File: src/hdl/stmg_pkg.sv
// Package for the slant TEC mapping core: fixed widths, reset values,
// CORDIC arctangent table, register indexes and pipeline sideband types.
// No dependencies.
package stmg_pkg;

    // Angle format: binary angle with 2^ANGLE_BITS per turn
    localparam int ANGLE_BITS = 16;
    localparam int ANG_SHIFT  = 32 - ANGLE_BITS;
    localparam int ANG_ZW     = ANGLE_BITS + 2;
    localparam logic signed [ANG_ZW-1:0] QUARTER_TURN = ANG_ZW'(2 ** (ANGLE_BITS - 2));

    // CORDIC rotator, Q2.30 x and y in 33-bit lanes, z as a 32-bit turn fraction
    localparam int ROT_W        = 33;
    localparam int CORDIC_STEPS = 30;
    localparam logic signed [ROT_W-1:0] CORDIC_START = 33'sd652032874;
    localparam logic [31:0] ARC_STEP [CORDIC_STEPS] = '{
        32'd536870912, 32'd316933406, 32'd167458907, 32'd85004756, 32'd42667331,
        32'd21354465,  32'd10679838,  32'd5340245,   32'd2670163,  32'd1335087,
        32'd667544,    32'd333772,    32'd166886,    32'd83443,    32'd41722,
        32'd20861,     32'd10430,     32'd5215,      32'd2608,     32'd1304,
        32'd652,       32'd326,       32'd163,       32'd81,       32'd41,
        32'd20,        32'd10,        32'd5,         32'd3,        32'd1
    };

    // Datapath widths
    localparam int ACC_W   = 66;   // bracket accumulator
    localparam int SUM_W   = 34;   // bracket sum after the Q30 shift
    localparam int DEN_W   = 25;   // R + H
    localparam int NUM_W   = 55;   // R * |sin|
    localparam int X30_QW  = 31;   // quotient bits of the ratio divider
    localparam int ROOT_W  = 31;   // square root result bits
    localparam int FAC_QW  = 20;   // quotient bits of the factor divider
    localparam int PROD_W  = 55;   // sum * factor
    localparam logic [X30_QW-1:0] X30_ONE = X30_QW'(2 ** 30);
    // 2^46 / r fits 20 bits only for r > 2^26; 2^46 >> 20 is also the first remainder
    localparam logic [ROOT_W-1:0] FAC_LIM = ROOT_W'(2 ** 26);
    localparam logic [FAC_QW-1:0] MAP_MAX = 20'hFFFFF;

    // Configuration port
    localparam int CFG_IDX_W  = 2;
    localparam int CFG_DATA_W = 24;
    localparam logic [CFG_IDX_W-1:0] CFG_EARTH_RADIUS = 2'd0;
    localparam logic [CFG_IDX_W-1:0] CFG_LAYER_HEIGHT = 2'd1;
    localparam logic [CFG_IDX_W-1:0] CFG_ALPHA        = 2'd2;
    localparam logic [23:0] RST_EARTH_RADIUS = 24'd6371000;
    localparam logic [23:0] RST_LAYER_HEIGHT = 24'd506700;
    localparam logic [15:0] RST_ALPHA        = 16'd64107;

    // One CORDIC lane
    typedef struct packed {
        logic signed [ROT_W-1:0] x;
        logic signed [ROT_W-1:0] y;
        logic signed [ROT_W-1:0] z;
    } t_rot;

    // Sideband along the CORDIC row
    typedef struct packed {
        logic signed [31:0] dvtec;
        logic signed [31:0] grad_north;
        logic signed [31:0] grad_east;
        logic               flip_theta;
        logic               flip_az;
    } t_cside;

    // Sideband along the ratio divider
    typedef struct packed {
        logic signed [SUM_W-1:0] sum;
        logic                    den_zero;
    } t_xside;

    // Sideband along the factor divider
    typedef struct packed {
        logic signed [SUM_W-1:0] sum;
        logic                    fac_sat;
    } t_fside;

    // One result item
    typedef struct packed {
        logic              sat;
        logic [31:0]       stec;
        logic [FAC_QW-1:0] map;
    } t_result;

endpackage

File: src/hdl/stmg_cordic_cell.sv
// One rotation step of the twin CORDIC row (elevation and azimuth lanes).
// Depends on stmg_pkg.
module stmg_cordic_cell
    import stmg_pkg::*;
#(
    parameter int STEP   = 0,
    parameter int SIDE_W = 1
) (
    input  logic              i_clk,
    input  logic              i_rst_n,
    input  logic              i_en,
    input  logic              i_valid,
    input  t_rot [1:0]        i_rot,
    input  logic [SIDE_W-1:0] i_side,
    output logic              o_valid,
    output t_rot [1:0]        o_rot,
    output logic [SIDE_W-1:0] o_side
);

    logic                    r_valid;
    t_rot [1:0]              r_rot;
    logic [SIDE_W-1:0]       r_side;
    t_rot [1:0]              n_rot;
    logic signed [ROT_W-1:0] arc;

    assign arc = $signed({1'b0, ARC_STEP[STEP]});

    // Rotate towards zero residual angle, shifts floor
    always_comb begin
        for (int l = 0; l < 2; l++) begin
            if (!i_rot[l].z[ROT_W-1]) begin
                n_rot[l].x = i_rot[l].x - (i_rot[l].y >>> STEP);
                n_rot[l].y = i_rot[l].y + (i_rot[l].x >>> STEP);
                n_rot[l].z = i_rot[l].z - arc;
            end else begin
                n_rot[l].x = i_rot[l].x + (i_rot[l].y >>> STEP);
                n_rot[l].y = i_rot[l].y - (i_rot[l].x >>> STEP);
                n_rot[l].z = i_rot[l].z + arc;
            end
        end
    end

    always_ff @(posedge i_clk) begin
        if (!i_rst_n) begin
            r_valid <= 1'b0;
        end else if (i_en) begin
            r_valid <= i_valid;
        end
    end

    always_ff @(posedge i_clk) begin
        if (i_en) begin
            r_rot  <= n_rot;
            r_side <= i_side;
        end
    end

    assign o_valid = r_valid;
    assign o_rot   = r_rot;
    assign o_side  = r_side;

endmodule

File: config.mk
export PLATFORM = sky130hd
export DESIGN_NAME = stmg_cordic_cell
export DESIGN_NICKNAME = d
export VERILOG_FILES = /design/src/hdl/stmg_pkg.sv /design/src/hdl/stmg_cordic_cell.sv
export SDC_FILE = /design/constraint.sdc
export NUM_CORES = 1
export LEC_CHECK = 0
export BUFFER_PORTS_ARGS = -buffer_cell sky130_fd_sc_hd__buf_2
export CORE_ASPECT_RATIO = 0.9
export CORE_MARGIN = 10
export CORE_UTILIZATION = 30
export DETAILED_ROUTE_END_ITERATION = 10
export GPL_ROUTABILITY_DRIVEN = 0
export MAX_ROUTING_LAYER = met4
export SYNTH_ARGS = -nofsm -noshare
export SYNTH_HDL_FRONTEND = slang
export SYNTH_SLANG_ARGS = --single-unit
File: constraint.sdc
create_clock -name i_clk -period 2.8 [get_ports i_clk]
set_clock_uncertainty 0.15 [all_clocks]
set_input_delay 0.14 -clock i_clk [delete_from_list [all_inputs] [get_ports i_clk]]
set_output_delay 0.14 -clock i_clk [all_outputs]
set_load 0.01 [all_outputs]
==> key figures <==
Placed design
  • Placement Cell Area: 0.0230 mm^2
  • Final HPWL DP: 56.5 mm
  • Buffers on Ports: 402
  • DP Worst Slack: -707 ps
  • Inst Count DP: 3414

Logic synthesis
  • Main combinational cell family by area after synthesis: compound AO/OA/AOI/OAI gates
  • XOR/XNOR Fraction of Synth Area: 6.42%
  • Synth Area per Inst: 8.98 um^2
  • Post-Synth Adder-Cell Area: 15.2%
  • Fraction of registers with async set/reset: 0%
  • FF+latch count, synth: 198
  • Compound-gate portion of the synthesized area: 23.1%
  • Seq/Total Area, Yosys: 34.5%
  • Post-synthesis simple-gate area fraction: 12.6%
  • Cell variety after synth: 87
  • Syn Nets: 2322
  • Mux contribution to synthesized area: 1.46%
  • Main synth FF type: edfxtp_1
  • Post-Syn Area: 0.0172 mm^2
  • Cells after Synth: 1915
  • Post-synth EDFFs: 197
  • Yosys warns: 0

Detailed routing
  • Initial DRT Pass Iterations: 8
  • Detailed Route WL: 69.3 mm
  • Highest metal used: met4
  • DRC: 0
  • Wire length on met1: 29.6 mm
  • Met3 WL post-DR: 6.24 mm
  • Post-route ant nets: 0
  • DR WL met2: 32.0 mm
  • Vias per cell: 5.14
  • Vias post-DR: 18200
  • Iter 0 DRT Violations: 1892
  • Post-DR wirelength/cell: 19.6 um

Floorplan
  • Die area: 0.0673 mm^2
  • Initial Util: 30.2%
  • Die Span Y: 247 um
  • # IOs: 403
  • Number of core rows: 83
  • Core area: 0.0569 mm^2
  • Die width: 272 um

Critical path
  • Critical Path Fanout Max: 6
  • Register-to-register setup slack: 1500 ps
  • Critical R2R Launch: o_valid$_SDFFE_PN0P_
  • Worst setup EP type: flop
  • Crit. Startpoint: i_rot[44]
  • Startpoint types: input port
  • Critical path arrival: 2880 ps
  • Critical path class: in2reg
  • Worst Path Required: 2900 ps

GRT
  • First-pass GRT wire length: 104 mm
  • Congestion Overflow GR: 0
  • All-Layer GR Usage: 20.4%
  • Initial antenna violation count: 16
  • Largest net degree at the start of global routing: 64
  • Vias in the first global route: 17900

Final layout
  • Final nets: 3149
  • Post-route design area: 0.0247 mm^2
  • Non-Filler Instances: 3537
  • Layout cells sized above 1: 33.9%
  • Fillers: 5592
  • Final design utilization: 43.4%
  • Layout area overhead: 43.5%

Power
  • Maximum vdd ir drop: 420 uV
  • Total power per unit cell area: 458 mW/mm^2
  • Leakage: 11.5 nW
  • Final Power: 11.3 mW

Clock tree
  • CTS tree: done
  • Root Driver: clkbuf_16
  • Longest Clk Path Bufs: 2
  • CTS clk-pin slew, worst paths: 80 ps
  • Worst-Skew Late Latency: 500 ps
  • Total CTS buffers: 17
  • CTS H-tree depth: 4
  • CTS sink cnt: 198

Run
  • Maxcap violations: 0

STA
  • Slew Viols, Final: 0
  • Final Hold Viols: 0
  • Max Freq: 360 MHz
  • Fin worst setup slack: 20.4 ps
  • Final period util: 99.3%
  • Post-layout min period: 2780 ps
  • RSZ-0062 raised after global routing: yes
  • WHS: 42.5 ps
  • Final setup violation count: 0
  • Relative max-transition margin: 52.1%
  • Setup_tns: 0 ps
  • Worst slew pin tran: 709 ps

Min path
  • HP Start: i_rot[133]
  • Min-delay worst type: in2reg

Status
  • Status: complete, no violations
==> cell usage in the layout (no fill, tap or decap), types with 28 or more instances in the layout <==
cell type	n
buf_2	400
o21ai_1	28
dlygate4sd3_1	71
nor3_1	42
ha_1	190
buf_4	423
inv_1	198
o21ai_0	94
nand2_1	99
o21bai_1	33
nor2_1	159
edfxtp_1	197
nand3_1	30
xnor2_1	101
a21oi_1	185
a21o_1	55
==> worst paths after layout <==
path	depth (start not counted)	end
max	14	o_rot[57]$_DFFE_PP_
min	4	o_rot[133]$_DFFE_PP_
max reg2reg	3	o_valid$_SDFFE_PN0P_
min reg2reg	3	o_valid$_SDFFE_PN0P_
==> where the power goes <==
part	leakage, nW	switching [mW]	internal, mW
registers	1.94	0.157	3.81
clock network	0.299	1.31	1.36
logic	9.25	2.61	2.04
==> layer usage <==
metal	up-vias	track usage, %
li1	8535	-
met1	8679	25.3
met2	882	32.2
met3	90	4.98
met4	0	6.38
met5	-	-
==> synthesized netlist by cell type (10+ instances only) <==
library cell,count,area (um^2)
edfxtp_1,197,5920
o21bai_1,33,248
a21o_1,55,413
a21oi_1,192,961
buf_2,15,75.1
xor2_1,25,219
nand3b_1,10,75.1
o2111ai_1,10,87.6
nand4_1,11,68.8
nand2_1,99,372
o21ai_0,94,470
nor2_1,161,604
o21ai_1,30,150
nand2b_1,24,150
buf_1,10,37.5
o21a_1,13,97.6
mux2i_1,24,240
xnor2_1,101,885
or3_1,13,81.3
nand3_1,30,150
nor2b_1,21,131
o31ai_1,22,165
ha_1,196,2450
nor3_1,43,215
o211ai_1,19,143
nor4_1,15,93.8
a31oi_1,21,131
clkbuf_1,62,233
a211oi_1,10,75.1
inv_1,198,743
==> state kept, by name (all words and copies together), names as in the netlist <==
name and flops:
o_rot 196, o_side 1, o_valid 1
==> timing repair <==
| item | 4_1_cts | 5_1_grt |
|---|---|---|
| hold buffers | 71 | 0 |
| resized for setup | 5 | 52 |
| pin swaps | 0 | 13 |
| endpoints found under the hold margin | 72 | 0 |
| setup endpoints to repair | 7 | 43 |
| setup buffers | 0 | 3 |
==> worst max-delay path, stage by stage <==
cell and delay, ps:
buf_2 90, inv_1 40, ha_1 380, nor2b_1 290, a2111oi_2 90, buf_4 150
o41ai_1 580, a211oi_2 200, o21ai_4 110, buf_4 140, a21oi_1 80, o21bai_1 280
a21oi_1 140, xor2_1 160
==> area by class of cell <==
cell class / count / area (um^2) / share of cell area [%]
repair buffers: 898 / 5960 / 24.2
flip-flops and latches: 198 / 5940 / 24.0
multi-input cells: 1419 / 10400 / 42.1
inverters: 208 / 781 / 3.16
clock buffers: 19 / 433 / 1.75
clock inverters: 13 / 179 / 0.725
well taps: 765 / 957 / 3.88
diodes: 17 / 42.5 / 0.172
==> cells by family (layout without fill, tap and decap cells) <==
kind of cell,Yosys count,in the layout
simple gates,458,458
buf+inv,298,1138
compound gates,606,606
mux,25,25
flops,198,198
fa+ha+maj,204,204
xor+xnor,126,126
other cells,0,17
Note: power is estimated with default switching activity, not from simulation.
