==> src/hdl/stmg_pkg.sv <==
// Package for the slant TEC mapping core: fixed widths, reset values,
// CORDIC arctangent table, register indexes and pipeline sideband types.
// No dependencies.
package stmg_pkg;

    // Angle format: binary angle with 2^ANGLE_BITS per turn
    localparam int ANGLE_BITS = 16;
    localparam int ANG_SHIFT  = 32 - ANGLE_BITS;
    localparam int ANG_ZW     = ANGLE_BITS + 2;
    localparam logic signed [ANG_ZW-1:0] QUARTER_TURN = ANG_ZW'(2 ** (ANGLE_BITS - 2));

    // CORDIC rotator, Q2.30 x and y in 33-bit lanes, z as a 32-bit turn fraction
    localparam int ROT_W        = 33;
    localparam int CORDIC_STEPS = 30;
    localparam logic signed [ROT_W-1:0] CORDIC_START = 33'sd652032874;
    localparam logic [31:0] ARC_STEP [CORDIC_STEPS] = '{
        32'd536870912, 32'd316933406, 32'd167458907, 32'd85004756, 32'd42667331,
        32'd21354465,  32'd10679838,  32'd5340245,   32'd2670163,  32'd1335087,
        32'd667544,    32'd333772,    32'd166886,    32'd83443,    32'd41722,
        32'd20861,     32'd10430,     32'd5215,      32'd2608,     32'd1304,
        32'd652,       32'd326,       32'd163,       32'd81,       32'd41,
        32'd20,        32'd10,        32'd5,         32'd3,        32'd1
    };

    // Datapath widths
    localparam int ACC_W   = 66;   // bracket accumulator
    localparam int SUM_W   = 34;   // bracket sum after the Q30 shift
    localparam int DEN_W   = 25;   // R + H
    localparam int NUM_W   = 55;   // R * |sin|
    localparam int X30_QW  = 31;   // quotient bits of the ratio divider
    localparam int ROOT_W  = 31;   // square root result bits
    localparam int FAC_QW  = 20;   // quotient bits of the factor divider
    localparam int PROD_W  = 55;   // sum * factor
    localparam logic [X30_QW-1:0] X30_ONE = X30_QW'(2 ** 30);
    // 2^46 / r fits 20 bits only for r > 2^26; 2^46 >> 20 is also the first remainder
    localparam logic [ROOT_W-1:0] FAC_LIM = ROOT_W'(2 ** 26);
    localparam logic [FAC_QW-1:0] MAP_MAX = 20'hFFFFF;

    // Configuration port
    localparam int CFG_IDX_W  = 2;
    localparam int CFG_DATA_W = 24;
    localparam logic [CFG_IDX_W-1:0] CFG_EARTH_RADIUS = 2'd0;
    localparam logic [CFG_IDX_W-1:0] CFG_LAYER_HEIGHT = 2'd1;
    localparam logic [CFG_IDX_W-1:0] CFG_ALPHA        = 2'd2;
    localparam logic [23:0] RST_EARTH_RADIUS = 24'd6371000;
    localparam logic [23:0] RST_LAYER_HEIGHT = 24'd506700;
    localparam logic [15:0] RST_ALPHA        = 16'd64107;

    // One CORDIC lane
    typedef struct packed {
        logic signed [ROT_W-1:0] x;
        logic signed [ROT_W-1:0] y;
        logic signed [ROT_W-1:0] z;
    } t_rot;

    // Sideband along the CORDIC row
    typedef struct packed {
        logic signed [31:0] dvtec;
        logic signed [31:0] grad_north;
        logic signed [31:0] grad_east;
        logic               flip_theta;
        logic               flip_az;
    } t_cside;

    // Sideband along the ratio divider
    typedef struct packed {
        logic signed [SUM_W-1:0] sum;
        logic                    den_zero;
    } t_xside;

    // Sideband along the factor divider
    typedef struct packed {
        logic signed [SUM_W-1:0] sum;
        logic                    fac_sat;
    } t_fside;

    // One result item
    typedef struct packed {
        logic              sat;
        logic [31:0]       stec;
        logic [FAC_QW-1:0] map;
    } t_result;

endpackage

==> src/hdl/stmg_div_cell.sv <==
// One restoring step of an unsigned divider row: one quotient bit per cell.
// Depends on stmg_pkg.
module stmg_div_cell
    import stmg_pkg::*;
#(
    parameter int DW     = 25,
    parameter int QW     = 31,
    parameter int SIDE_W = 1
) (
    input  logic              i_clk,
    input  logic              i_rst_n,
    input  logic              i_en,
    input  logic              i_valid,
    input  logic [DW-1:0]     i_rem,
    input  logic [DW-1:0]     i_den,
    input  logic [QW-1:0]     i_num,
    input  logic [QW-1:0]     i_quot,
    input  logic [SIDE_W-1:0] i_side,
    output logic              o_valid,
    output logic [DW-1:0]     o_rem,
    output logic [DW-1:0]     o_den,
    output logic [QW-1:0]     o_num,
    output logic [QW-1:0]     o_quot,
    output logic [SIDE_W-1:0] o_side
);

    logic              r_valid;
    logic [DW-1:0]     r_rem;
    logic [DW-1:0]     r_den;
    logic [QW-1:0]     r_num;
    logic [QW-1:0]     r_quot;
    logic [SIDE_W-1:0] r_side;
    logic [DW:0]       trial;
    logic [DW:0]       diff;
    logic              fits;

    // Bring down the next numerator bit and try the subtraction
    assign trial = {i_rem, i_num[QW-1]};
    assign diff  = trial - {1'b0, i_den};
    assign fits  = trial >= {1'b0, i_den};

    always_ff @(posedge i_clk) begin
        if (!i_rst_n) begin
            r_valid <= 1'b0;
        end else if (i_en) begin
            r_valid <= i_valid;
        end
    end

    always_ff @(posedge i_clk) begin
        if (i_en) begin
            r_rem  <= fits ? diff[DW-1:0] : trial[DW-1:0];
            r_den  <= i_den;
            r_num  <= {i_num[QW-2:0], 1'b0};
            r_quot <= {i_quot[QW-2:0], fits};
            r_side <= i_side;
        end
    end

    assign o_valid = r_valid;
    assign o_rem   = r_rem;
    assign o_den   = r_den;
    assign o_num   = r_num;
    assign o_quot  = r_quot;
    assign o_side  = r_side;

endmodule

==> config.mk <==
export PLATFORM = sky130hd
export DESIGN_NAME = stmg_div_cell
export DESIGN_NICKNAME = d
export VERILOG_FILES = /design/src/hdl/stmg_pkg.sv /design/src/hdl/stmg_div_cell.sv
export SDC_FILE = /design/constraint.sdc
export NUM_CORES = 1
export LEC_CHECK = 0
export BUFFER_PORTS_ARGS = -buffer_cell sky130_fd_sc_hd__buf_2
export CORE_MARGIN = 2
export CORE_UTILIZATION = 51
export CTS_CLUSTER_DIAMETER = 120
export DETAILED_ROUTE_END_ITERATION = 10
export PLACE_DENSITY = 0.89
export SKIP_CTS_REPAIR_TIMING = 1
export SYNTH_ARGS = -nofsm -noshare
export SYNTH_HDL_FRONTEND = slang
export SYNTH_SLANG_ARGS = --single-unit
==> constraint.sdc <==
create_clock -name i_clk -period 6.5 [get_ports i_clk]
set_input_delay 0.325 -clock i_clk [delete_from_list [all_inputs] [get_ports i_clk]]
set_output_delay 0.325 -clock i_clk [all_outputs]
set_load 0.01 [all_outputs]
==> reports/results.tsv <==
stage	metric	value	unit
run_status	outcome	finished, final reports clean	
cells_and_area	Layout area overhead	52.50	%
power	sw frac	0.2707	
worst_setup_path	setup slack, reg-to-reg	5.87	ns
floorplan	IO Count	231	
timing	clk_skew	0	ns
synthesis	Seq/Total Area, Yosys	0.6480	
routing	Vias	4907	
worst_setup_path	RR Endpoint	o_valid$_SDFFE_PN0P_	
global_routing	first-pass GRT wire length	22.31	mm
synthesis	Ys Warns	0	
power	Sequential Power Share	0.386	
place	Post-DP HPWL	10.50	mm
floorplan	core box area	0.009864	mm^2
power	logic gate share of total power	0.186	
power	Sw Pwr	641.7	uW
synthesis	net count after synthesis	510	
power	Leak	3.540	nW
power	Clock power frac	0.428	
timing	setup TNS	0	ns
routing	number of iterations in the first detailed-routing pass	8	
floorplan	die width	105.2	um
global_routing	Total GRT Usage	0.2713	
timing	RSZ-0062 raised after global routing	false	
timing	max frequency	265.3	MHz
worst_setup_path	Worst Setup EP	o_rem[9]$_DFFE_PP_	
timing	# setup viols final	0	
worst_setup_path	cell chain of the critical path	dlygate4sd3_1 > buf_2 > ha_1 > inv_1 > fa_1 > a21o_1 > a311o_1 > nor2b_4 > a2111o_1 > and3_1 > nor2_8 > inv_4 > mux2_4	
power	worst vdd ir	0.1703	mV
worst_setup_path	CP max-delay cell	dlygate4sd3_1	
cells_and_area	share of cells above drive strength 1	0.4054	
floorplan	Die Height	105.2	um
clock_network	number of buffers created by CTS	17	
timing	final period utilization	0.5799	
worst_setup_path	RR Startpoint	o_valid$_SDFFE_PN0P_	
clock_network	clock buffer depth	2	
worst_setup_path	Critical path origin	i_den[0]	
synthesis	Post-synth EDFFs	112	
worst_setup_path	crit-path max FO	24	
synthesis	Synth async-reset ratio	0	
clock_network	CTS tree	built	
floorplan	Rows	36	
synthesis	Avg Cell Area, Syn	14.23	um^2
timing	fin. max-slew vios	0	
floorplan	Initial Util	0.5293	
cells_and_area	fin nets	833	
synthesis	ys flop type	edfxtp_1	
worst_setup_path	Worst path max stage delay	0.52	ns
routing	WL/cell	23.94	um
worst_setup_path	CP Capture Type	flop	
hold_path	Hold Path Class	input port to flop	
routing	via-per-instance ratio	5.863	
routing	total wire length	20.04	mm
clock_network	latest clock arrival within the worst-skew pair	0.53	ns
worst_setup_path	Arrival @ worst endpoint	4.05	ns
power	P_int	1.729	mW
timing	Slew HR	0.2075	
worst_setup_path	WS Path Type	input port to flop	
worst_setup_path	worst-case reg-to-reg path depth	2	
run	Max-cap violations	0	
place	DP Worst Slack	2.922	ns
clock_network	clk sink count	113	
global_routing	initial antenna violation count	1	
worst_setup_path	CP Launch Type	input port	
place	RePlAce Congestion	0.8951	
clock_network	CTS clk-pin slew, worst paths	0.06	ns
floorplan	die area	0.01106	mm^2
global_routing	total grt overflow	0	
routing	DR iter-0 viols	757	
worst_setup_path	critical path data required time	6.78	ns
timing	worst slew pin tran	1.181	ns
place	PortBufs	228	
clock_network	H-tree levels	4	
power	PD cells	297.7	mW/mm^2
global_routing	largest net degree at the start of global routing	74	
routing	Remaining DRCs	0	
synthesis	Yosys cell types	55	
routing	Final ANT Viol Nets	0	
global_routing	vias in the first global route	4080	
timing	min Tclk post-route	3.769	ns
synthesis	mapped cell area	0.005221	mm^2
clock_network	CTS root buf	clkbuf_8	
timing	Final WS setup	2.731	ns
synthesis	#FFs+latches synth	113	
synthesis	synthesized instance count	367	
timing	Hold Vio Cnt, Final	0	
power groups by stage:
stage | clock [mW] | combinational, mW | sequential, mW
2_1_floorplan | 0 | 0.169 | 0.959
3_3_place_gp | 0 | 0.355 | 0.915
3_5_place_dp | 0 | 0.364 | 0.919
4_1_cts | 0.997 | 0.371 | 0.906
5_1_grt | 1.05 | 0.463 | 0.919
6_report | 1.01 | 0.441 | 0.916
registers in the layout, indices dropped and copies added (netlist names):
signal / cells
o_quot: 31
o_num: 30
o_den: 25
o_rem: 25
o_side: 1
o_valid: 1
cells in the mapped netlist, drive strengths merged, types with 4 or more instances:
cell / n / share of area
nor2: 13 / 0.012
a21oi: 27 / 0.026
buf: 5 / 0.0096
nand2b: 4 / 0.0048
o21a: 4 / 0.0058
mux2: 17 / 0.045
nor3: 13 / 0.012
ha: 25 / 0.060
nor2b: 5 / 0.0074
a211oi: 5 / 0.0072
clkbuf: 6 / 0.0043
nand4: 5 / 0.0060
a21o: 7 / 0.010
nand3: 4 / 0.0038
edfxtp: 112 / 0.64
and3: 4 / 0.0048
o21ai: 10 / 0.0096
nand2: 14 / 0.010
xnor2: 19 / 0.032
inv: 31 / 0.023
cell usage in the layout, fill, tap and decap left out, types with 2 or more instances in the layout:
| cell type | n |
|---|---|
| edfxtp_1 | 112 |
| clkbuf_8 | 2 |
| ha_1 | 25 |
| clkbuf_16 | 16 |
| a211oi_1 | 5 |
| inv_1 | 30 |
| and3_1 | 4 |
| clkinv_4 | 4 |
| a21oi_1 | 27 |
| buf_4 | 2 |
| o21a_1 | 4 |
| nand2b_1 | 4 |
| mux2_4 | 12 |
| mux2i_1 | 2 |
| a31oi_1 | 3 |
| o211ai_1 | 2 |
| xor2_1 | 3 |
| mux2_2 | 5 |
| dlygate4sd3_1 | 86 |
| a21o_1 | 7 |
| nand4_1 | 5 |
| clkinvlp_4 | 4 |
| a31o_2 | 3 |
| nor3_1 | 13 |
| nor2_1 | 12 |
| buf_2 | 227 |
| xnor2_1 | 19 |
| nand3_1 | 4 |
| or3_1 | 2 |
| o21ai_0 | 9 |
| bufinv_16 | 4 |
| a211o_1 | 2 |
| nand2_1 | 14 |
| nor2b_1 | 4 |
worst min-delay path by stage:
stage / startpoint / to / slack [ns] / cells past startpoint
finish: i_rst_n / o_valid$_SDFFE_PN0P_ / 0.05 / 2
global route: i_rst_n / o_valid$_SDFFE_PN0P_ / 0.04 / 2
CTS: i_quot[16] / o_quot[17]$_DFFE_PP_ / -0.05 / 1
detailed placement: i_num[20] / o_num[21]$_DFFE_PP_ / 0.50 / 1
global placement: i_quot[18] / o_quot[19]$_DFFE_PP_ / 0.50 / 1
floorplan: i_den[0] / o_den[0]$_DFFE_PP_ / 0.42 / 0
routing by layer:
layer,global-route usage,vias to the layer above,part of all wire
li1,-,2029,-
met1,0.2972,2301,0.36
met2,0.4700,471,0.48
met3,0.1011,106,0.10
met4,0.1152,0,0.062
met5,0,-,0
worst max-delay path, delay by kind of cell:
kind | cells | cell delay [ns]
AOI/OAI and AO/OA | 3 | 1.07
buffers and inverters | 4 | 0.90
and+or+nand+nor | 3 | 0.74
adders and majority gates | 2 | 0.65
muxes | 1 | 0.35
cells by family after synthesis:
kind of cell               synth area share
muxes                               0.04912
xor gates and xnor gates            0.03690
buffers and inverters               0.03666
adders and majority gates           0.06374
DFF                                  0.6480
AOI/OAI and AO/OA                   0.09346
and+or+nand+nor                     0.07141
other                             0.0007182
metrics by stage:
stage               instance area [um^2]  power (mW)  hold WS, ns  instances    util
floorplan                           5221       1.128       0.4239        367       -
global placement                    6466       1.270       0.5027        718  0.6555
detailed placement                  6466       1.283       0.5038        718  0.6555
CTS                                 7099       2.275     -0.04874        750  0.7197
global route                        7963       2.434      0.04490        837  0.8072
finish                              7963       2.370      0.04564        837  0.8072
cell type report:
type                            count  area (um^2)
Sequential cell                   113         3383
Timing Repair Buffer              315         2012
Fill cell                         492         1902
Multi-Input combinational cell    212         1647
Clock buffer                       18        427.9
Clock inverter                     14        205.2
Tap cell                          133        166.4
Inverter                           31        118.9
Antenna cell                        1        2.502
(Power assumes the default switching activity.)
