**config.mk**
```make
export PLATFORM = sky130hd
export DESIGN_NAME = stmg_sqrt_cell
export DESIGN_NICKNAME = d
export VERILOG_FILES = /design/src/hdl/stmg_pkg.sv /design/src/hdl/stmg_sqrt_cell.sv
export SDC_FILE = /design/constraint.sdc
export NUM_CORES = 1
export LEC_CHECK = 0
export ABC_AREA = 1
export BUFFER_PORTS_ARGS = -buffer_cell sky130_fd_sc_hd__buf_2
export CAP_MARGIN = 10
export CORE_AREA = 2 2 129 131
export CTS_CLUSTER_SIZE = 28
export DETAILED_ROUTE_END_ITERATION = 10
export DIE_AREA = 0 0 131 133
export HOLD_SLACK_MARGIN = 0.06
export PLACE_DENSITY = 0.78
export SYNTH_ARGS = -nofsm -noshare
export SYNTH_HDL_FRONTEND = slang
export SYNTH_SLANG_ARGS = --single-unit
export TNS_END_PERCENT = 20
```
**constraint.sdc**
```tcl
create_clock -name i_clk -period 2 [get_ports i_clk]
set_clock_uncertainty 0.1 [all_clocks]
set_input_delay 0.1 -clock i_clk [delete_from_list [all_inputs] [get_ports i_clk]]
set_output_delay 0.1 -clock i_clk [all_outputs]
set_load 0.03 [all_outputs]
```
**src/hdl/stmg_pkg.sv**
```systemverilog
// Package for the slant TEC mapping core: fixed widths, reset values,
// CORDIC arctangent table, register indexes and pipeline sideband types.
// No dependencies.
package stmg_pkg;

    // Angle format: binary angle with 2^ANGLE_BITS per turn
    localparam int ANGLE_BITS = 16;
    localparam int ANG_SHIFT  = 32 - ANGLE_BITS;
    localparam int ANG_ZW     = ANGLE_BITS + 2;
    localparam logic signed [ANG_ZW-1:0] QUARTER_TURN = ANG_ZW'(2 ** (ANGLE_BITS - 2));

    // CORDIC rotator, Q2.30 x and y in 33-bit lanes, z as a 32-bit turn fraction
    localparam int ROT_W        = 33;
    localparam int CORDIC_STEPS = 30;
    localparam logic signed [ROT_W-1:0] CORDIC_START = 33'sd652032874;
    localparam logic [31:0] ARC_STEP [CORDIC_STEPS] = '{
        32'd536870912, 32'd316933406, 32'd167458907, 32'd85004756, 32'd42667331,
        32'd21354465,  32'd10679838,  32'd5340245,   32'd2670163,  32'd1335087,
        32'd667544,    32'd333772,    32'd166886,    32'd83443,    32'd41722,
        32'd20861,     32'd10430,     32'd5215,      32'd2608,     32'd1304,
        32'd652,       32'd326,       32'd163,       32'd81,       32'd41,
        32'd20,        32'd10,        32'd5,         32'd3,        32'd1
    };

    // Datapath widths
    localparam int ACC_W   = 66;   // bracket accumulator
    localparam int SUM_W   = 34;   // bracket sum after the Q30 shift
    localparam int DEN_W   = 25;   // R + H
    localparam int NUM_W   = 55;   // R * |sin|
    localparam int X30_QW  = 31;   // quotient bits of the ratio divider
    localparam int ROOT_W  = 31;   // square root result bits
    localparam int FAC_QW  = 20;   // quotient bits of the factor divider
    localparam int PROD_W  = 55;   // sum * factor
    localparam logic [X30_QW-1:0] X30_ONE = X30_QW'(2 ** 30);
    // 2^46 / r fits 20 bits only for r > 2^26; 2^46 >> 20 is also the first remainder
    localparam logic [ROOT_W-1:0] FAC_LIM = ROOT_W'(2 ** 26);
    localparam logic [FAC_QW-1:0] MAP_MAX = 20'hFFFFF;

    // Configuration port
    localparam int CFG_IDX_W  = 2;
    localparam int CFG_DATA_W = 24;
    localparam logic [CFG_IDX_W-1:0] CFG_EARTH_RADIUS = 2'd0;
    localparam logic [CFG_IDX_W-1:0] CFG_LAYER_HEIGHT = 2'd1;
    localparam logic [CFG_IDX_W-1:0] CFG_ALPHA        = 2'd2;
    localparam logic [23:0] RST_EARTH_RADIUS = 24'd6371000;
    localparam logic [23:0] RST_LAYER_HEIGHT = 24'd506700;
    localparam logic [15:0] RST_ALPHA        = 16'd64107;

    // One CORDIC lane
    typedef struct packed {
        logic signed [ROT_W-1:0] x;
        logic signed [ROT_W-1:0] y;
        logic signed [ROT_W-1:0] z;
    } t_rot;

    // Sideband along the CORDIC row
    typedef struct packed {
        logic signed [31:0] dvtec;
        logic signed [31:0] grad_north;
        logic signed [31:0] grad_east;
        logic               flip_theta;
        logic               flip_az;
    } t_cside;

    // Sideband along the ratio divider
    typedef struct packed {
        logic signed [SUM_W-1:0] sum;
        logic                    den_zero;
    } t_xside;

    // Sideband along the factor divider
    typedef struct packed {
        logic signed [SUM_W-1:0] sum;
        logic                    fac_sat;
    } t_fside;

    // One result item
    typedef struct packed {
        logic              sat;
        logic [31:0]       stec;
        logic [FAC_QW-1:0] map;
    } t_result;

endpackage

```
**src/hdl/stmg_sqrt_cell.sv**
```systemverilog
// One digit step of a restoring integer square root row: one root bit per cell.
// Depends on stmg_pkg.
module stmg_sqrt_cell
    import stmg_pkg::*;
#(
    parameter int RW     = 31,
    parameter int SIDE_W = 1
) (
    input  logic              i_clk,
    input  logic              i_rst_n,
    input  logic              i_en,
    input  logic              i_valid,
    input  logic [RW+1:0]     i_rem,
    input  logic [RW-1:0]     i_root,
    input  logic [2*RW-1:0]   i_rad,
    input  logic [SIDE_W-1:0] i_side,
    output logic              o_valid,
    output logic [RW+1:0]     o_rem,
    output logic [RW-1:0]     o_root,
    output logic [2*RW-1:0]   o_rad,
    output logic [SIDE_W-1:0] o_side
);

    logic              r_valid;
    logic [RW+1:0]     r_rem;
    logic [RW-1:0]     r_root;
    logic [2*RW-1:0]   r_rad;
    logic [SIDE_W-1:0] r_side;
    logic [RW+3:0]     part;
    logic [RW+3:0]     test;
    logic [RW+3:0]     diff;
    logic              fits;

    // Bring down two radicand bits, test against 4*root + 1
    assign part = {i_rem, i_rad[2*RW-1 -: 2]};
    assign test = {2'b00, i_root, 2'b01};
    assign diff = part - test;
    assign fits = part >= test;

    always_ff @(posedge i_clk) begin
        if (!i_rst_n) begin
            r_valid <= 1'b0;
        end else if (i_en) begin
            r_valid <= i_valid;
        end
    end

    always_ff @(posedge i_clk) begin
        if (i_en) begin
            r_rem  <= fits ? diff[RW+1:0] : part[RW+1:0];
            r_root <= {i_root[RW-2:0], fits};
            r_rad  <= {i_rad[2*RW-3:0], 2'b00};
            r_side <= i_side;
        end
    end

    assign o_valid = r_valid;
    assign o_rem   = r_rem;
    assign o_root  = r_root;
    assign o_rad   = r_rad;
    assign o_side  = r_side;

endmodule

```
==> reports/qor.yml, run 1 <==
status: "finished, violations left"
violations: "negative hold slack"
path_common_cell: "nand2_1"
diodes: 0
cp_max_fo: 15
grt_max_degree: 37
final_nets: 1452
hp-class: "in2reg"
antenna_left: 0
die_y_um: 133
dr_wl_met3_um: 1680
post_cts_buffers: 0
grt-ovfl-total: 0
p_sw_share_pct: 32.5
startpoint_type: "primary input"
dr.pass1.iters: 6
p_int_mw: 5.87
syn_area_um2: 7120
tightest_slew_ns: 0.508
setup_viol: 0
insertion_delay_ns: 0.42
fmax_ghz: 0.577
numCtsBuffers: 17
worstSetupPathType: "in2reg"
switching_power_mw: 2.82
die_w_um: 131
min_period_over_period_pct: 86.6
rsz0062_at_grt: "no"
htreeDepth: 4
relSlewSlack_pct: 66.2
yosysSeqAreaShare_pct: 53.0
die_area_um2: 17400
dr_wl_met2_um: 11400
placed_area_um2: 9250
vias_per_cell: 4.68
holdWs_ns: -0.0117
synthAdderAreaFrac_pct: 5.80
synthTopCellsByArea: "edfxtp_1 (53%), nand2_1 (15%), inv_1 (8.3%), ha_1 (5.8%), nand3_1 (4.1%)"
clockPowerShare_pct: 34.9
grt_pass1_vias: 7086
row_count: 47
ys_types: 33
io_pins: 259
portBuffers: 256
maxUsedRoutingLayer: "met4"
cts_resized: 0
synth-compound-area-share_pct: 1.83
syn_area_per_cell_um2: 8.70
area.growth.synth_to_final_pct: 55.3
cts.path.max_buffers: 2
drtIter0Drc: 466
end_kind: "flop"
grt_antenna_before_repair: 0
finalHoldViolCount: 1
cts_tree: "done"
syn_inst: 819
cts_root_buffer: "clkbuf_16"
drc_errors: 0
clock-sinks: 126
slowest_delay_ns: 0.34
design.core.area_um2: 16200
routed_wirelength_um: 23300
wire_per_inst_um: 15.3
synth_seq_cells: 126
yosys.area_share.simple_pct: 27.6
final_util_pct: 68.4
hold_buffers: 124
clk_pin_slew_worst_paths_ns: 0.06
wl_met1_um: 9170
powerDensity_nw_per_um2: 786
start_util_pct: 44.1
placed_cells: 1365
arrival_ns: 1.81
crit_chain: "buf_2, inv_1, ha_1, nand2_1, inv_2, nand2_1, nor2_2, nand4_1, nand3_2, nand2_4, buf_4, nand3_1, nand2_1"
synth_top_area_share_pct: 52.7
nFillCells: 1261
cp.required_ns: 2.08
fin_area_um2: 11100
cpMaxStageDelayCell: "ha_1"
tns_ns: 0
vias: 7122
rrSetupSlack_ns: 0.68
cap_violations: 0
yosys.area.top_type: "edfxtp_1"
grt_first_pass_wirelength_um: 35900
dpl.hpwl_um: 16400
power_leakage_nw: 5.73
p_comb_share_pct: 27.1
synthMuxAreaShare_pct: 0
synth_warnings: 0
grt_use_total_pct: 27.2
layout-drive-gt1-share_pct: 31.3
drv_slew: 0
min_period_ns: 1.73
synth_top_family_by_area: "simple AND/OR/NAND/NOR gates"
sequentialPowerShare_pct: 38.0
synth_xor_area_share_pct: 1.72
gp_congestion: 0.890
vdd.ir_drop.worst_v: 0.000564
fin_cells: 1521
==> placed cells by master (no fill, tap or decap), types with 2 or more instances in the layout <==
cell / count
buf_12: 4
inv_6: 9
dlygate4sd3_1: 124
clkbuf_16: 17
nor2_1: 35
nand4_1: 5
clkinvlp_4: 2
and2_1: 3
nand3_2: 16
xor2_1: 13
edfxtp_1: 125
nor3_1: 9
ha_1: 33
buf_4: 77
nor2_2: 7
nand3b_1: 9
nand2_1: 291
nand3_1: 58
buf_2: 255
a21oi_1: 21
conb_1: 2
inv_2: 9
nand2_2: 4
inv_1: 157
o21ai_0: 2
==> through the flow <==
stage               power (mW)  worst slack (ns)
finish                    8.69             0.268
global route              9.07             0.109
CTS                       8.69             0.314
global placement          5.45            -0.119
detailed placement        5.48            -0.144
floorplan                 4.64             0.218
==> layout make-up <==
class / count / area [um2] / area share [%]
clock buffer: 17 / 425 / 3.85
clock inverter: 15 / 148 / 1.33
inverter: 166 / 623 / 5.63
multi-input combinational: 517 / 2640 / 23.9
sequential: 126 / 3770 / 34.1
tap: 220 / 275 / 2.49
timing repair buffer: 460 / 3180 / 28.7
==> power groups by stage <==
stage	clock, mW	sequential (mW)	combinational (mW)
after floorplan	0	3.88	0.761
after global placement	0	3.34	2.10
after detailed placement	0	3.35	2.13
after CTS	3.06	3.30	2.33
after global routing	3.19	3.32	2.56
final	3.03	3.30	2.36
==> worst paths after layout <==
kind	startpoint	to	cells after the start
min reg2reg	o_valid	o_valid	3
max	i_root[11]	o_rem[25]	13
min	i_rad[60]	o_rem[0]	3
max reg2reg	o_valid	o_valid	3
==> kinds of logic after synthesis <==
logic type,after synthesis
compound gates,25
buf+inv,177
xor+xnor,14
simple gates,443
fa+ha+maj,33
other cells,1
flops,126
==> cells in the mapped netlist (all sizes together) <==
cell type	instances
nand2	297
inv	166
edfxtp	125
nand3	74
nor2	43
ha	33
a21oi	21
xor2	13
buf	11
nand3b	9
nor3	9
nand4	5
and2	3
o21ai	2
a211oi	1
and3	1
conb	1
dfxtp	1
nand2b	1
o21bai	1
or2	1
xnor2	1
==> flip-flops by register name (all words and copies together) (netlist names) <==
signal / flops
o_rem: 33
o_rad: 60
o_side: 1
o_valid: 1
o_root: 31
==> worst max-delay path, delay by kind of cell <==
kind / cells / cell delay, ns
simple gates: 8 / 0.91
fa+ha+maj: 1 / 0.34
buf+inv: 4 / 0.44
==> per-layer routing <==
metal / track usage, % / vias up
li1: - / 3537
met1: 31.4 / 3209
met2: 46.0 / 305
met3: 6.11 / 71
met4: 15.1 / 0
met5: 0 / -
(Power assumes the default switching activity.)
==> run 2: changes to the inputs <==
- CELL_PAD_IN_SITES_DETAIL_PLACEMENT: unset -> 1
- CELL_PAD_IN_SITES_GLOBAL_PLACEMENT: unset -> 2
- CORE_AREA: 2 2 129 131 -> 2 2 163 165
- DIE_AREA: 0 0 131 133 -> 0 0 165 167
- PLACE_DENSITY: 0.78 -> 0.84
==> run 2 against run 1 <==
- the flow now finishes without violations
- final cell count rose by 9.2%
- critical path depth rose by 3
- maximum frequency fell by 2.7%
- cell area rose by 3.7%
- critical path type unchanged
- non-clock buffer count rose by 24
- sequential cell count did not move
- clock power rose by 11%
==> reports/qor.yml, run 2 (same netlist as run 1, synthesis figures left out) <==
status: "finished clean"  # was finished, violations left
grt_use_total_pct: 18.6  # was 27.2%
start_util_pct: 27.7  # was 44.1%
drc_errors: 0  # unchanged
die_y_um: 167  # was 133 um
power_leakage_nw: 5.89  # was 5.73 nW
hold_depth: 3  # unchanged
layout-drive-gt1-share_pct: 32.4  # was 31.3%
fmax_ghz: 0.561  # was 0.577 GHz
insertion_delay_ns: 0.42  # about the same
clockPowerShare_pct: 36.9  # was 34.9%
p_int_mw: 6.08  # was 5.87 mW
design.core.area_um2: 25800  # was 16200 um2
final_util_pct: 44.5  # was 68.4%
die_w_um: 165  # was 131 um
tns_ns: 0  # unchanged
largest_reg_flops: 60  # unchanged
dpl.hpwl_um: 19000  # was 16400 um
antenna_left: 0  # unchanged
final_nets: 1476  # was 1452
cts_tree: "done"  # unchanged
end_kind: "flop"  # unchanged
drv_slew: 0  # unchanged
worstSetupPathType: "in2reg"  # unchanged
arrival_ns: 1.85  # was 1.81 ns
cp_max_fo: 12  # was 15
clk_pin_slew_worst_paths_ns: 0.07  # was 0.06 ns
r2r_cells: 3  # unchanged
grt_pass1_vias: 7651  # was 7086
post_cts_buffers: 0  # unchanged
switching_power_mw: 2.99  # was 2.82 mW
layout_commonest_cell: "nand2_1"  # unchanged
row_count: 59  # was 47
finalHoldViolCount: 0  # was 1
vdd.ir_drop.worst_v: 0.000526  # was 0.000564 V
placed_area_um2: 9580  # was 9250 um2
htreeDepth: 4  # unchanged
grt_first_pass_wirelength_um: 39700  # was 35900 um
wire_per_inst_um: 15.3  # about the same
io_pins: 259  # unchanged
area.growth.synth_to_final_pct: 61.0  # was 55.3%
grt_max_degree: 53  # was 37
rrSetupSlack_ns: 0.67  # was 0.68 ns
vias: 7117  # was 7122
cp.required_ns: 2.07  # was 2.08 ns
rsz0062_at_grt: "no"  # unchanged
p_comb_share_pct: 26.9  # was 27.1%
final_cell_mix: "nand2_1 (291), buf_2 (255), inv_1 (157), dlygate4sd3_1 (127), edfxtp_1 (125)"  # was nand2_1 (291), buf_2 (255), inv_1 (157), edfxtp_1 (125), dlygate4sd3_1 (124)
fin_area_um2: 11500  # was 11100 um2
sequentialPowerShare_pct: 36.2  # was 38.0%
drtIter0Drc: 268  # was 466
min_period_over_period_pct: 89.1  # was 86.6%
min_period_ns: 1.78  # was 1.73 ns
dr.pass1.iters: 4  # was 6
routed_wirelength_um: 25400  # was 23300 um
cts.path.max_buffers: 2  # unchanged
fin_ws_ns: 0.219  # was 0.268 ns
die_area_um2: 27600  # was 17400 um2
vias_per_cell: 4.28  # was 4.68
powerDensity_nw_per_um2: 791  # was 786 nW/um2
portBuffers: 256  # unchanged
power_mw: 9.07  # was 8.69 mW
grt-ovfl-total: 0  # unchanged
p_sw_share_pct: 33.0  # was 32.5%
grt_antenna_before_repair: 1  # was 0
cts_root_buffer: "clkbuf_16"  # unchanged
hp-class: "in2reg"  # unchanged
cap_violations: 0  # unchanged
clock-sinks: 126  # unchanged
dp_slack_ns: -0.204  # was -0.144 ns
startpoint_type: "primary input"  # unchanged
numCtsBuffers: 17  # unchanged
setup_viol: 0  # unchanged
gp_congestion: 0.845  # was 0.890
-- run 2: layout make-up --
class                   count  area (um2)
diodes                      1        2.50
clock buffers              17         425
clock inverters            15         193
fillers                  3079       14300
inverters                 166         623
multi-input cells         517        2640
flip-flops and latches    126        3770
well taps                 335         419
repair buffers            484        3390
-- run 2: what timing repair did --
item / 4_1_cts / 5_1_grt
hold buffers: 127 / 0
endpoints found under the hold margin: 155 / 0
gates resized for setup: 0 / 0
-- run 2: power by group through the flow --
stage	Sequential [mW]	Clock, mW	Combinational [mW]
after floorplan	3.88	0	0.761
after detailed placement	3.34	0	2.25
final	3.28	3.35	2.44
after CTS	3.29	3.43	2.45
after global placement	3.33	0	2.21
after global routing	3.31	3.51	2.68
-- run 2: through the flow --
| stage | hold WS [ns] | cells |
|---|---|---|
| 3_3_place_gp | 0.177 | 1501 |
| 2_1_floorplan | 0.0935 | 820 |
| 4_1_cts | 0.0753 | 1660 |
| 5_1_grt | 0.0868 | 1661 |
| 3_5_place_dp | 0.178 | 1501 |
| 6_report | 0.0613 | 1661 |
-- run 2: path summary, 6_finish.rpt --
path	from	end
worst max-delay path	i_root[16]	o_rem[12]
worst min register to register	o_valid	o_valid
worst max register to register	o_valid	o_valid
worst min-delay path	i_rad[61]	o_rem[1]
-- run 2: routing by layer --
metal  vias to the layer above  wire [um]  global-route usage, %
li1                       3581          -                      -
met1                      3316      10700                   21.9
met2                       189      12800                   33.6
met3                        31       1360                   3.74
met4                         0        502                   5.86
met5                         -          0                      0
-- run 2: worst max-delay path: stages --
cell and delay (ns):
buf_2 0.10, inv_1 0.04, ha_1 0.34, nand2_1 0.13
inv_2 0.05, nand2_2 0.09, inv_1 0.05, nand2_1 0.06
nand2_1 0.09, inv_2 0.08, nand3_2 0.10, nand2_4 0.14
nand2_8 0.14, buf_12 0.18, nand2_1 0.07, nand2_1 0.07
